## src/hw/rtl/i2cse_pkg.sv

```systemverilog
package i2cse_pkg;

  // Bus event codes, densely renumbered from the bus status
  typedef enum logic [3:0] {
    FnAddrWrite = 4'd0,
    FnDataAck   = 4'd1,
    FnDataNack  = 4'd2,
    FnStop      = 4'd3,
    FnAddrRead  = 4'd4,
    FnSentAck   = 4'd5,
    FnSentNack  = 4'd6,
    FnNoInfo    = 4'd7,
    FnBusErr    = 4'd8,
    FnOther     = 4'd9
  } func_e;

  // Action requested from the bus side
  typedef enum logic [2:0] {
    ActNone    = 3'd0,
    ActAck     = 3'd1,
    ActNack    = 3'd2,
    ActRelease = 3'd3,
    ActStop    = 3'd4
  } action_e;

  // Widths of the fixed payload fields
  localparam int unsigned ByteW  = 8;
  localparam int unsigned WordW  = 32;
  localparam int unsigned FuncW  = 4;

  // One result item
  typedef struct packed {
    action_e          bus_action;
    logic             tx_load;
    logic [ByteW-1:0] tx_byte;
    logic             message_valid;
    logic [WordW-1:0] message_word;
    logic             busy;
  } result_t;

endpackage

```

## src/hw/rtl/i2cse_core.sv

```systemverilog
module i2cse_core import i2cse_pkg::*; #(
  parameter int unsigned MSG_BYTES = 4
) (
  input  logic             clk_i,
  input  logic             rst_ni,
  input  logic             step_i,
  input  logic [FuncW-1:0] func_i,
  input  logic [ByteW-1:0] rx_byte_i,
  input  logic             reply_valid_i,
  input  logic [WordW-1:0] reply_word_i,
  output result_t          result_o
);

  localparam int unsigned CntW = $clog2(MSG_BYTES + 1);
  localparam int unsigned IdxW = (MSG_BYTES > 1) ? $clog2(MSG_BYTES) : 1;
  localparam logic [CntW-1:0] Full = CntW'(MSG_BYTES);

  logic [ByteW-1:0] rx_buf_q [MSG_BYTES];
  logic [ByteW-1:0] tx_buf_q [MSG_BYTES];
  logic [ByteW-1:0] tx_buf_d [MSG_BYTES];
  logic [CntW-1:0]  rx_count_q, rx_count_d;
  logic [CntW-1:0]  tx_pos_q, tx_pos_d;
  logic [CntW-1:0]  tx_pos_eff;
  logic             busy_q, busy_d;
  logic             rx_wr;
  logic             reload;
  logic [2*WordW-1:0] reply_ext;
  logic [2*WordW-1:0] msg_ext;
  result_t          res;

  assign reply_ext = {{WordW{1'b0}}, reply_word_i};

  // Event decode and next state
  always_comb begin
    rx_count_d = rx_count_q;
    tx_pos_d   = tx_pos_q;
    busy_d     = busy_q;
    tx_buf_d   = tx_buf_q;
    rx_wr      = 1'b0;
    reload     = 1'b0;
    tx_pos_eff = tx_pos_q;
    msg_ext    = '0;
    res        = '0;
    res.bus_action = ActNone;

    unique case (func_e'(func_i))
      FnAddrWrite: begin
        busy_d         = 1'b1;
        rx_count_d     = '0;
        res.bus_action = ActAck;
      end
      FnDataAck: begin
        if (rx_count_q < Full) begin
          rx_wr      = 1'b1;
          rx_count_d = rx_count_q + CntW'(1);
        end
        res.bus_action = (rx_count_d < Full) ? ActAck : ActNack;
      end
      FnDataNack: begin
        res.bus_action = ActRelease;
      end
      FnStop: begin
        if (rx_count_q == Full) begin
          res.message_valid = 1'b1;
          for (int unsigned i = 0; i < MSG_BYTES; i++) begin
            if (i < 4) msg_ext[ByteW*i +: ByteW] = rx_buf_q[i];
          end
        end
        res.message_word = msg_ext[WordW-1:0];
        busy_d           = 1'b0;
        res.bus_action   = ActRelease;
      end
      FnAddrRead, FnSentAck: begin
        // a fresh reply on address + read restarts from its first byte
        if (func_e'(func_i) == FnAddrRead) begin
          busy_d = 1'b1;
          reload = reply_valid_i;
        end
        if (reload) begin
          for (int unsigned i = 0; i < MSG_BYTES; i++) begin
            tx_buf_d[i] = (i < 4) ? reply_ext[ByteW*i +: ByteW] : '0;
          end
          tx_pos_eff = '0;
        end
        res.tx_load = 1'b1;
        if (tx_pos_eff < Full) begin
          res.tx_byte = reload ? reply_ext[ByteW-1:0] : tx_buf_q[tx_pos_q[IdxW-1:0]];
          tx_pos_d    = tx_pos_eff + CntW'(1);
        end else begin
          res.tx_byte = '0;
          tx_pos_d    = tx_pos_eff;
        end
        res.bus_action = ActAck;
      end
      FnSentNack: begin
        busy_d         = 1'b0;
        res.tx_load    = 1'b1;
        res.bus_action = ActAck;
      end
      FnBusErr: begin
        res.bus_action = ActStop;
      end
      default: begin
      end
    endcase

    res.busy = busy_d;
  end

  assign result_o = res;

  // Control state
  always_ff @(posedge clk_i or negedge rst_ni) begin
    if (!rst_ni) begin
      rx_count_q <= '0;
      tx_pos_q   <= '0;
      busy_q     <= 1'b0;
      for (int unsigned i = 0; i < MSG_BYTES; i++) tx_buf_q[i] <= '0;
    end else if (step_i) begin
      rx_count_q <= rx_count_d;
      tx_pos_q   <= tx_pos_d;
      busy_q     <= busy_d;
      tx_buf_q   <= tx_buf_d;
    end
  end

  // Receive bytes, no reset needed
  always_ff @(posedge clk_i) begin
    if (step_i && rx_wr) begin
      rx_buf_q[rx_count_q[IdxW-1:0]] <= rx_byte_i;
    end
  end

endmodule

```

## src/hw/rtl/i2c_slave_event_handler.sv

```systemverilog
// Two-wire bus slave event handler. Each input item is one bus event with the
// received byte and the application's reply; each yields exactly one result
// item with the bus action, an optional byte to transmit, an optional
// MSG_BYTES-byte message (first four bytes shown) and the busy state. An item
// is registered on entry, handled against the transfer state and registered
// on exit, so a result is valid once it has passed the input and result
// registers. One item can be taken every cycle while the output does not
// stall; output stalls hold the pipeline without loss.
module i2c_slave_event_handler import i2cse_pkg::*; #(
  parameter int unsigned MSG_BYTES = 4
) (
  input  logic             clk_i,
  input  logic             rst_ni,
  input  logic             in_valid_i,
  output logic             in_ready_o,
  input  logic [FuncW-1:0] func_i,
  input  logic [ByteW-1:0] rx_byte_i,
  input  logic             reply_valid_i,
  input  logic [WordW-1:0] reply_word_i,
  output logic             out_valid_o,
  input  logic             out_ready_i,
  output logic [2:0]       bus_action_o,
  output logic             tx_load_o,
  output logic [ByteW-1:0] tx_byte_o,
  output logic             message_valid_o,
  output logic [WordW-1:0] message_word_o,
  output logic             busy_res_o
);

  logic             in_valid_q;
  logic [FuncW-1:0] func_q;
  logic [ByteW-1:0] rx_byte_q;
  logic             reply_valid_q;
  logic [WordW-1:0] reply_word_q;
  logic             out_valid_q;
  result_t          res_q;
  result_t          core_res;
  logic             out_adv;
  logic             step;

  // Pipeline flow control
  assign out_adv    = !out_valid_q || out_ready_i;
  assign in_ready_o = !in_valid_q || out_adv;
  assign step       = in_valid_q && out_adv;

  // Input register
  always_ff @(posedge clk_i or negedge rst_ni) begin
    if (!rst_ni) begin
      in_valid_q <= 1'b0;
    end else if (in_ready_o) begin
      in_valid_q <= in_valid_i;
    end
  end

  always_ff @(posedge clk_i) begin
    if (in_valid_i && in_ready_o) begin
      func_q        <= func_i;
      rx_byte_q     <= rx_byte_i;
      reply_valid_q <= reply_valid_i;
      reply_word_q  <= reply_word_i;
    end
  end

  i2cse_core #(
    .MSG_BYTES(MSG_BYTES)
  ) u_core (
    .clk_i        (clk_i),
    .rst_ni       (rst_ni),
    .step_i       (step),
    .func_i       (func_q),
    .rx_byte_i    (rx_byte_q),
    .reply_valid_i(reply_valid_q),
    .reply_word_i (reply_word_q),
    .result_o     (core_res)
  );

  // Result register
  always_ff @(posedge clk_i or negedge rst_ni) begin
    if (!rst_ni) begin
      out_valid_q <= 1'b0;
    end else if (out_adv) begin
      out_valid_q <= in_valid_q;
    end
  end

  always_ff @(posedge clk_i) begin
    if (step) begin
      res_q <= core_res;
    end
  end

  assign out_valid_o     = out_valid_q;
  assign bus_action_o    = res_q.bus_action;
  assign tx_load_o       = res_q.tx_load;
  assign tx_byte_o       = res_q.tx_byte;
  assign message_valid_o = res_q.message_valid;
  assign message_word_o  = res_q.message_word;
  assign busy_res_o      = res_q.busy;

`ifndef SYNTHESIS
  // addressed for write always reports busy in its result
  a_addr_write_busy: assert property (@(posedge clk_i) disable iff (!rst_ni)
    step && func_q == FnAddrWrite |=> out_valid_o && busy_res_o)
    else $error("address write result not busy");

  // a delivered message comes only with a release
  a_msg_release: assert property (@(posedge clk_i) disable iff (!rst_ni)
    out_valid_o && message_valid_o |-> bus_action_o == ActRelease)
    else $error("message delivered without release");

  // a transmitted byte always goes with an ack
  a_tx_ack: assert property (@(posedge clk_i) disable iff (!rst_ni)
    out_valid_o && tx_load_o |-> bus_action_o == ActAck)
    else $error("tx byte without ack");

  // input stalls only behind a stalled result
  a_stall_cause: assert property (@(posedge clk_i) disable iff (!rst_ni)
    !in_ready_o |-> out_valid_o && !out_ready_i)
    else $error("input stalled without output back-pressure");
`endif

endmodule

```

## config.mk

```make
export PLATFORM = sky130hd
export DESIGN_NAME = i2c_slave_event_handler
export DESIGN_NICKNAME = d
export VERILOG_FILES = /design/src/hw/rtl/i2cse_pkg.sv /design/src/hw/rtl/i2cse_core.sv /design/src/hw/rtl/i2c_slave_event_handler.sv
export SDC_FILE = /design/constraint.sdc
export NUM_CORES = 1
export LEC_CHECK = 0
export BUFFER_PORTS_ARGS = -buffer_cell sky130_fd_sc_hd__buf_4
export CAP_MARGIN = 40
export CORE_UTILIZATION = 55
export DETAILED_ROUTE_END_ITERATION = 8
export HOLD_SLACK_MARGIN = 0.02
export PLACE_DENSITY = 0.88
export SETUP_SLACK_MARGIN = 0.5
export SLEW_MARGIN = 40
export SYNTH_ARGS = -nofsm -noshare
export SYNTH_HDL_FRONTEND = slang
export SYNTH_HIERARCHICAL = 1
export SYNTH_SLANG_ARGS = --single-unit
```

## constraint.sdc

```tcl
create_clock -name clk_i -period 5.7 [get_ports clk_i]
set_input_delay 0 -clock clk_i [delete_from_list [all_inputs] [get_ports clk_i]]
set_output_delay 0 -clock clk_i [all_outputs]
set_load 0.02 [all_outputs]
```

## Yosys cells after proc, flatten, opt, wreduce, memory -nomap -nowiden

Memories as Yosys holds them, arrays and structs flattened. A register that Yosys moved wholly into a read port is not among the register bits.
Index checks and enable logic that the tools add are counted.
W data, S select, Z words.

| word-level totals | value |
|---|---|
| memory bits (writable) | 32 |
| output and inout port bits | 48 |
| memories kept | 1 |
| register bits after elaboration | 100 |

| operators by class | value |
|---|---|
| mux-type cells | 22 |
| $add $sub $neg | 2 |
| bitwise logic cells | 1 |
| magnitude comparators | 4 |
| equal/unequal tests | 8 |
| reduce and logical (&&, ||, !) cells | 23 |

Memory list:

| name | words | width | rd ports | clocked after Yosys merged registers in | wr ports | line | source |
|---|---|---|---|---|---|---|---|
| u_core.rx_buf_q | 4 | 8 | 4 | 4 | 1 | i2cse_core.sv:18 | `logic [ByteW-1:0] rx_buf_q [MSG_BYTES];` |

Operator list:

| cell | number |
|---|---|
| $mux W8 | 3 |
| $bmux W8 S2 | 1 |
| $mux W3 | 5 |
| $eq A4 B3 Y1 const B | 3 |
| $pmux W3 S4 | 1 |
| $lt A3 B3 Y1 const B | 3 |
| $mux W1 | 9 |
| $eq A4 B2 Y1 const B | 2 |
| $reduce_and A2 Y1 | 4 |
| $add A3 B1 Y3 const B | 2 |
| $logic_not A1 Y1 | 6 |
| $pmux W3 S2 | 1 |
| $reduce_or A2 Y1 | 3 |
| $eq A4 B1 Y1 const B | 1 |
| $eq A4 B4 Y1 const B | 1 |
| $logic_not A4 Y1 | 1 |
| $reduce_or A4 Y1 | 1 |
| $eq A3 B3 Y1 const B | 1 |
| $ge A3 B3 Y1 const B | 1 |
| $logic_and A1 B1 Y1 | 3 |
| $not A2 Y3 | 1 |
| $pmux W1 S3 | 1 |
| $reduce_and A3 Y1 | 1 |
| $reduce_or A3 Y1 | 1 |
| 3 further kinds | 4 |

## Longest topological paths before layout

| logic depth | value |
|---|---|
| depth after elaboration | 7 |
| mapped depth | 6 |

## Hierarchy

Netlist, hierarchy kept.

Modules (own cells, without submodules):

| module | cells each | sequential area each (sq um) | area each (sq um) | times used |
|---|---|---|---|---|
| i2cse_core | 229 | 1936.9 | 3309.4 | 1 |
| i2c_slave_event_handler | 99 | 2782.7 | 2836.5 | 1 |

## Worst setup path after synthesis

No wires, ideal clock.

| path | value |
|---|---|
| path kind | reg-to-reg |
| start point | register out_valid_q, in the netlist out_valid_o |
| end point | memory u_core.rx_buf_q[0][0], enable pin |
| period minus slack after synthesis | 3133 ps |
| library setup time | 332 ps |
| arrival | 2801 ps |
| path slack | 2567 ps |
| required time | 5368 ps |
| path buffers | 0 |
| cell stages (with the launch flop) | 6 |
| cells stage by stage | dfrtp_1 -> nand2b_1 -> and2_1 -> nand2b_1 -> nor4b_1 -> and2_1 |

| between the ends | value |
|---|---|
| word-level cells in the longest chain between the ends | 6 |

Ends and longest elaborated chain:

| what | line | source |
|---|---|---|
| start: declaration | i2c_slave_event_handler.sv:35 | `logic out_valid_q;` |
| start signal: assignment | i2c_slave_event_handler.sv:82 | `out_valid_q <= in_valid_q;` |
| $logic_not A1 Y1 | i2c_slave_event_handler.sv:42 | `assign out_adv = !out_valid_q \|\| out_ready_i;` |
| $logic_or A1 B1 Y1 | i2c_slave_event_handler.sv:42 |  |
| $logic_and A1 B1 Y1 | i2c_slave_event_handler.sv:44 | `assign step = in_valid_q && out_adv;` |
| net step | i2c_slave_event_handler.sv:39 | `logic step;` |
| $logic_and A1 B1 Y1 | i2cse_core.sv:129 | `if (step_i && rx_wr) begin` |
| $mux W1 | i2cse_core.sv:129 |  |
| $mux W1 (not written as such) | i2cse_core.sv:130 | `rx_buf_q[rx_count_q[IdxW-1:0]] <= rx_byte_i;` |
| end: declaration | i2cse_core.sv:18 |  |

The timed path passes the listed nets, and every way through them passes these cells.

## Worst setup path after layout

| path | value |
|---|---|
| start point | register out_valid_q, in the netlist out_valid_o |
| end point | memory u_core.rx_buf_q[0][3], enable pin |

The elaborated chain is that of the path after synthesis.

==> metrics.txt <==
outcome finished clean; Worst slew margin 0.5560; post-DP HPWL 6319 um; final hold violations 0; CP required 5.88 ns; Clk Latency, worst-skew pair 0.53 ns; Die Ht 107.7 um; clk buf depth 2; initial antenna violation count 0; Pwr Density 364.9 mW/mm^2; largest net degree at the start of global routing 53; Synth Flop Type edfxtp_1; CP arrival 2.80 ns; ANT nets after route 0; total number of vias 3211; chip width 107.7 um; most frequent cells in the layout edfxtp_1, buf_4, dlygate4sd3_1; Util after Layout 0.7457; part of the power in combinational logic 0.114; period utilization 0.4608; Min-Delay Path Class input port to flip-flop; die area 0.01160 sq mm; post-synthesis mux area share 0.08978; largest family of logic cells by synthesized area multiplexers; Hold Path Depth 2; Critical Path Start Type flip-flop; post-synthesis instance area 0.006146 sq mm; Synth Instances 328; CP max FO 52; CTS tree done; Slew Viols, Final 0; Final setup viols 0; fraction of layout instances using a drive strength above 1 0.3737; Net Sw Power 0.7064 mW; r2r worst-path depth 5; commonest non-fill, non-tap cell in the layout edfxtp_1; fin nets 536; Clock Power Share 0.376; Yosys top cell area share 0.6010; fmax 0.3807 GHz; Yosys reg bits 164; Flop pwr share 0.510; RSZ-0062 raised after global routing no; leading area contributor after synthesis edfxtp_1; Setup crit end kind flip-flop; Synth area leaders edfxtp_1, dfrtp_1, mux2_2; number of synthesis warnings 6; vias in the first global route 3361; LEAKAGE 3.231 nW; Slew @ Worst Pin 0.6632 ns; Avg Cell Area, Syn 18.74 sq um; Worst-path clk slew 0.06 ns; post-synthesis async set-or-reset flop share 0.2500; clock root buffer master clkbuf_8; Internal Power 2.243 mW; DR pass1 iterations 4; Sw Share 0.2395; CTS Buf Count 17; sequential share of the synthesized area 0.7679; clk sinks 164; GRT overflow 0; Area growth syn-to-layout 31.53%; synth unique cells 39; maximum vdd drop 0.2338 mV; htree depth 4; Setup TNS Final 0 ns; worst hold slack 0.1899 ns; gr usage total 0.2025; Core Box Area 0.01084 sq mm; Final Skew 0.006112 ns; Setup CP Type flip-flop to flip-flop; fill cell count 647; Synth Area in Compound Gates 0.02932; simple-gate portion of the synthesized area 0.08245; first-pass GRT wire length 16760 um; FP Rows 38; vias per inst 5.057; total power 2.950 mW; Syn Nets 382; max cap viols 0; gpl congestion 0.7488; initial core utilization 0.5669; Post-route DRC 0; io pins 97; I/O Buffers 96; WL final 10510 um; EDFF count, synth 123; Routed WL per cell 16.55 um; Setup Fix Bufs, Post-CTS 0; post-synthesis adder-cell area fraction 0.01018; Synth Area in XOR/XNOR 0.002850; ant diodes 0; minimum clock period 2.627 ns; DRT iter0 DRCs 109
==> area by class of cell <==
type,count,area (sq um),area share
clock buffer,17,414.1,0.05123
clock inverter,15,170.2,0.02105
inverter,5,18.77,0.002322
multi-input combinational,145,1330,0.1645
sequential,164,4720,0.5838
tap,140,175.2,0.02167
timing repair buffer,149,1256,0.1554
==> synth_stat cells, drive strengths merged (5+ instances only) <==
cell type,instances
nand2b,8
inv,5
and2,38
edfxtp,123
buf,12
mux4,8
dfrtp,41
ha,5
nor2,6
o21ai,6
mux2,33
a22o,10
==> logic make-up (layout without fill, tap and decap cells) <==
group | count (synthesis) | in the layout
fa+ha+maj | 5 | 5
buf+inv | 19 | 186
compound gates | 25 | 25
flops | 164 | 164
xor+xnor | 2 | 2
mux | 41 | 41
simple gates | 72 | 72
==> worst max-delay path, cell delays in order (launching register included) <==
cell,delay (ns)
dfrtp_1,0.42
nand2b_1,0.11
and2_4,0.57
nand2b_1,0.18
nor4b_1,0.50
and2_1,0.47
==> worst paths after layout <==
| kind | start | end | slack, ns |
|---|---|---|---|
| max | out_valid_o | u_core/rx_buf_q[0][3] | 3.07 |
| min | reply_word_i[0] | reply_word_q[0] | 0.19 |
| max reg2reg | out_valid_o | u_core/rx_buf_q[0][3] | 3.07 |
| min reg2reg | reply_word_q[24] | u_core/tx_buf_q[0] | 0.48 |
| max in group asynchronous | rst_ni | u_core/tx_buf_q[31] | 4.98 |
| min in group asynchronous | rst_ni | u_core/tx_buf_q[8] | 0.51 |
==> state kept, by name, summed over array words and instances, names as in the netlist <==
register,cells
in_valid_q,1
out_valid_o,1
rx_byte_q,8
message_valid_o,1
u_core/tx_pos_q,3
u_core/tx_buf_q,32
reply_valid_q,1
message_word_o,32
bus_action_o,3
u_core/rx_buf_q,32
func_q,4
tx_byte_o,8
reply_word_q,32
u_core/busy_q,1
u_core/rx_count_q,3
busy_res_o,1
tx_load_o,1
==> power groups by stage <==
| stage | clock network [mW] | logic [mW] | registers (mW) |
|---|---|---|---|
| floorplan | 0 | 0.211 | 1.50 |
| global placement | 0 | 0.288 | 1.52 |
| finish | 1.11 | 0.337 | 1.50 |
| global route | 1.18 | 0.367 | 1.52 |
| detailed placement | 0 | 0.303 | 1.53 |
| CTS | 1.13 | 0.339 | 1.50 |
==> per-stage QoR <==
stage               cell area (sq um)  std cells  worst slack (ns)
finish                           8084        635             3.073
global route                     8084        635             2.810
CTS                              8084        635             3.047
detailed placement               6979        552             3.110
global placement                 6969        552             2.905
floorplan                        6146        328             2.567
==> per-layer routing <==
metal / wire length (um) / up-vias / track usage
met5: 0 / - / 0
met4: 116 / 0 / 0.06751
met3: 481 / 11 / 0.06356
met2: 5842 / 89 / 0.3649
met1: 4068 / 1571 / 0.2261
li1: - / 1540 / -
==> what timing repair did <==
action / 4_1_cts / 5_1_grt
endpoints found under the hold margin: 88 / 0
hold buffers: 51 / 0
resized for setup: 0 / 0
Note: power is estimated with default switching activity, not from simulation.
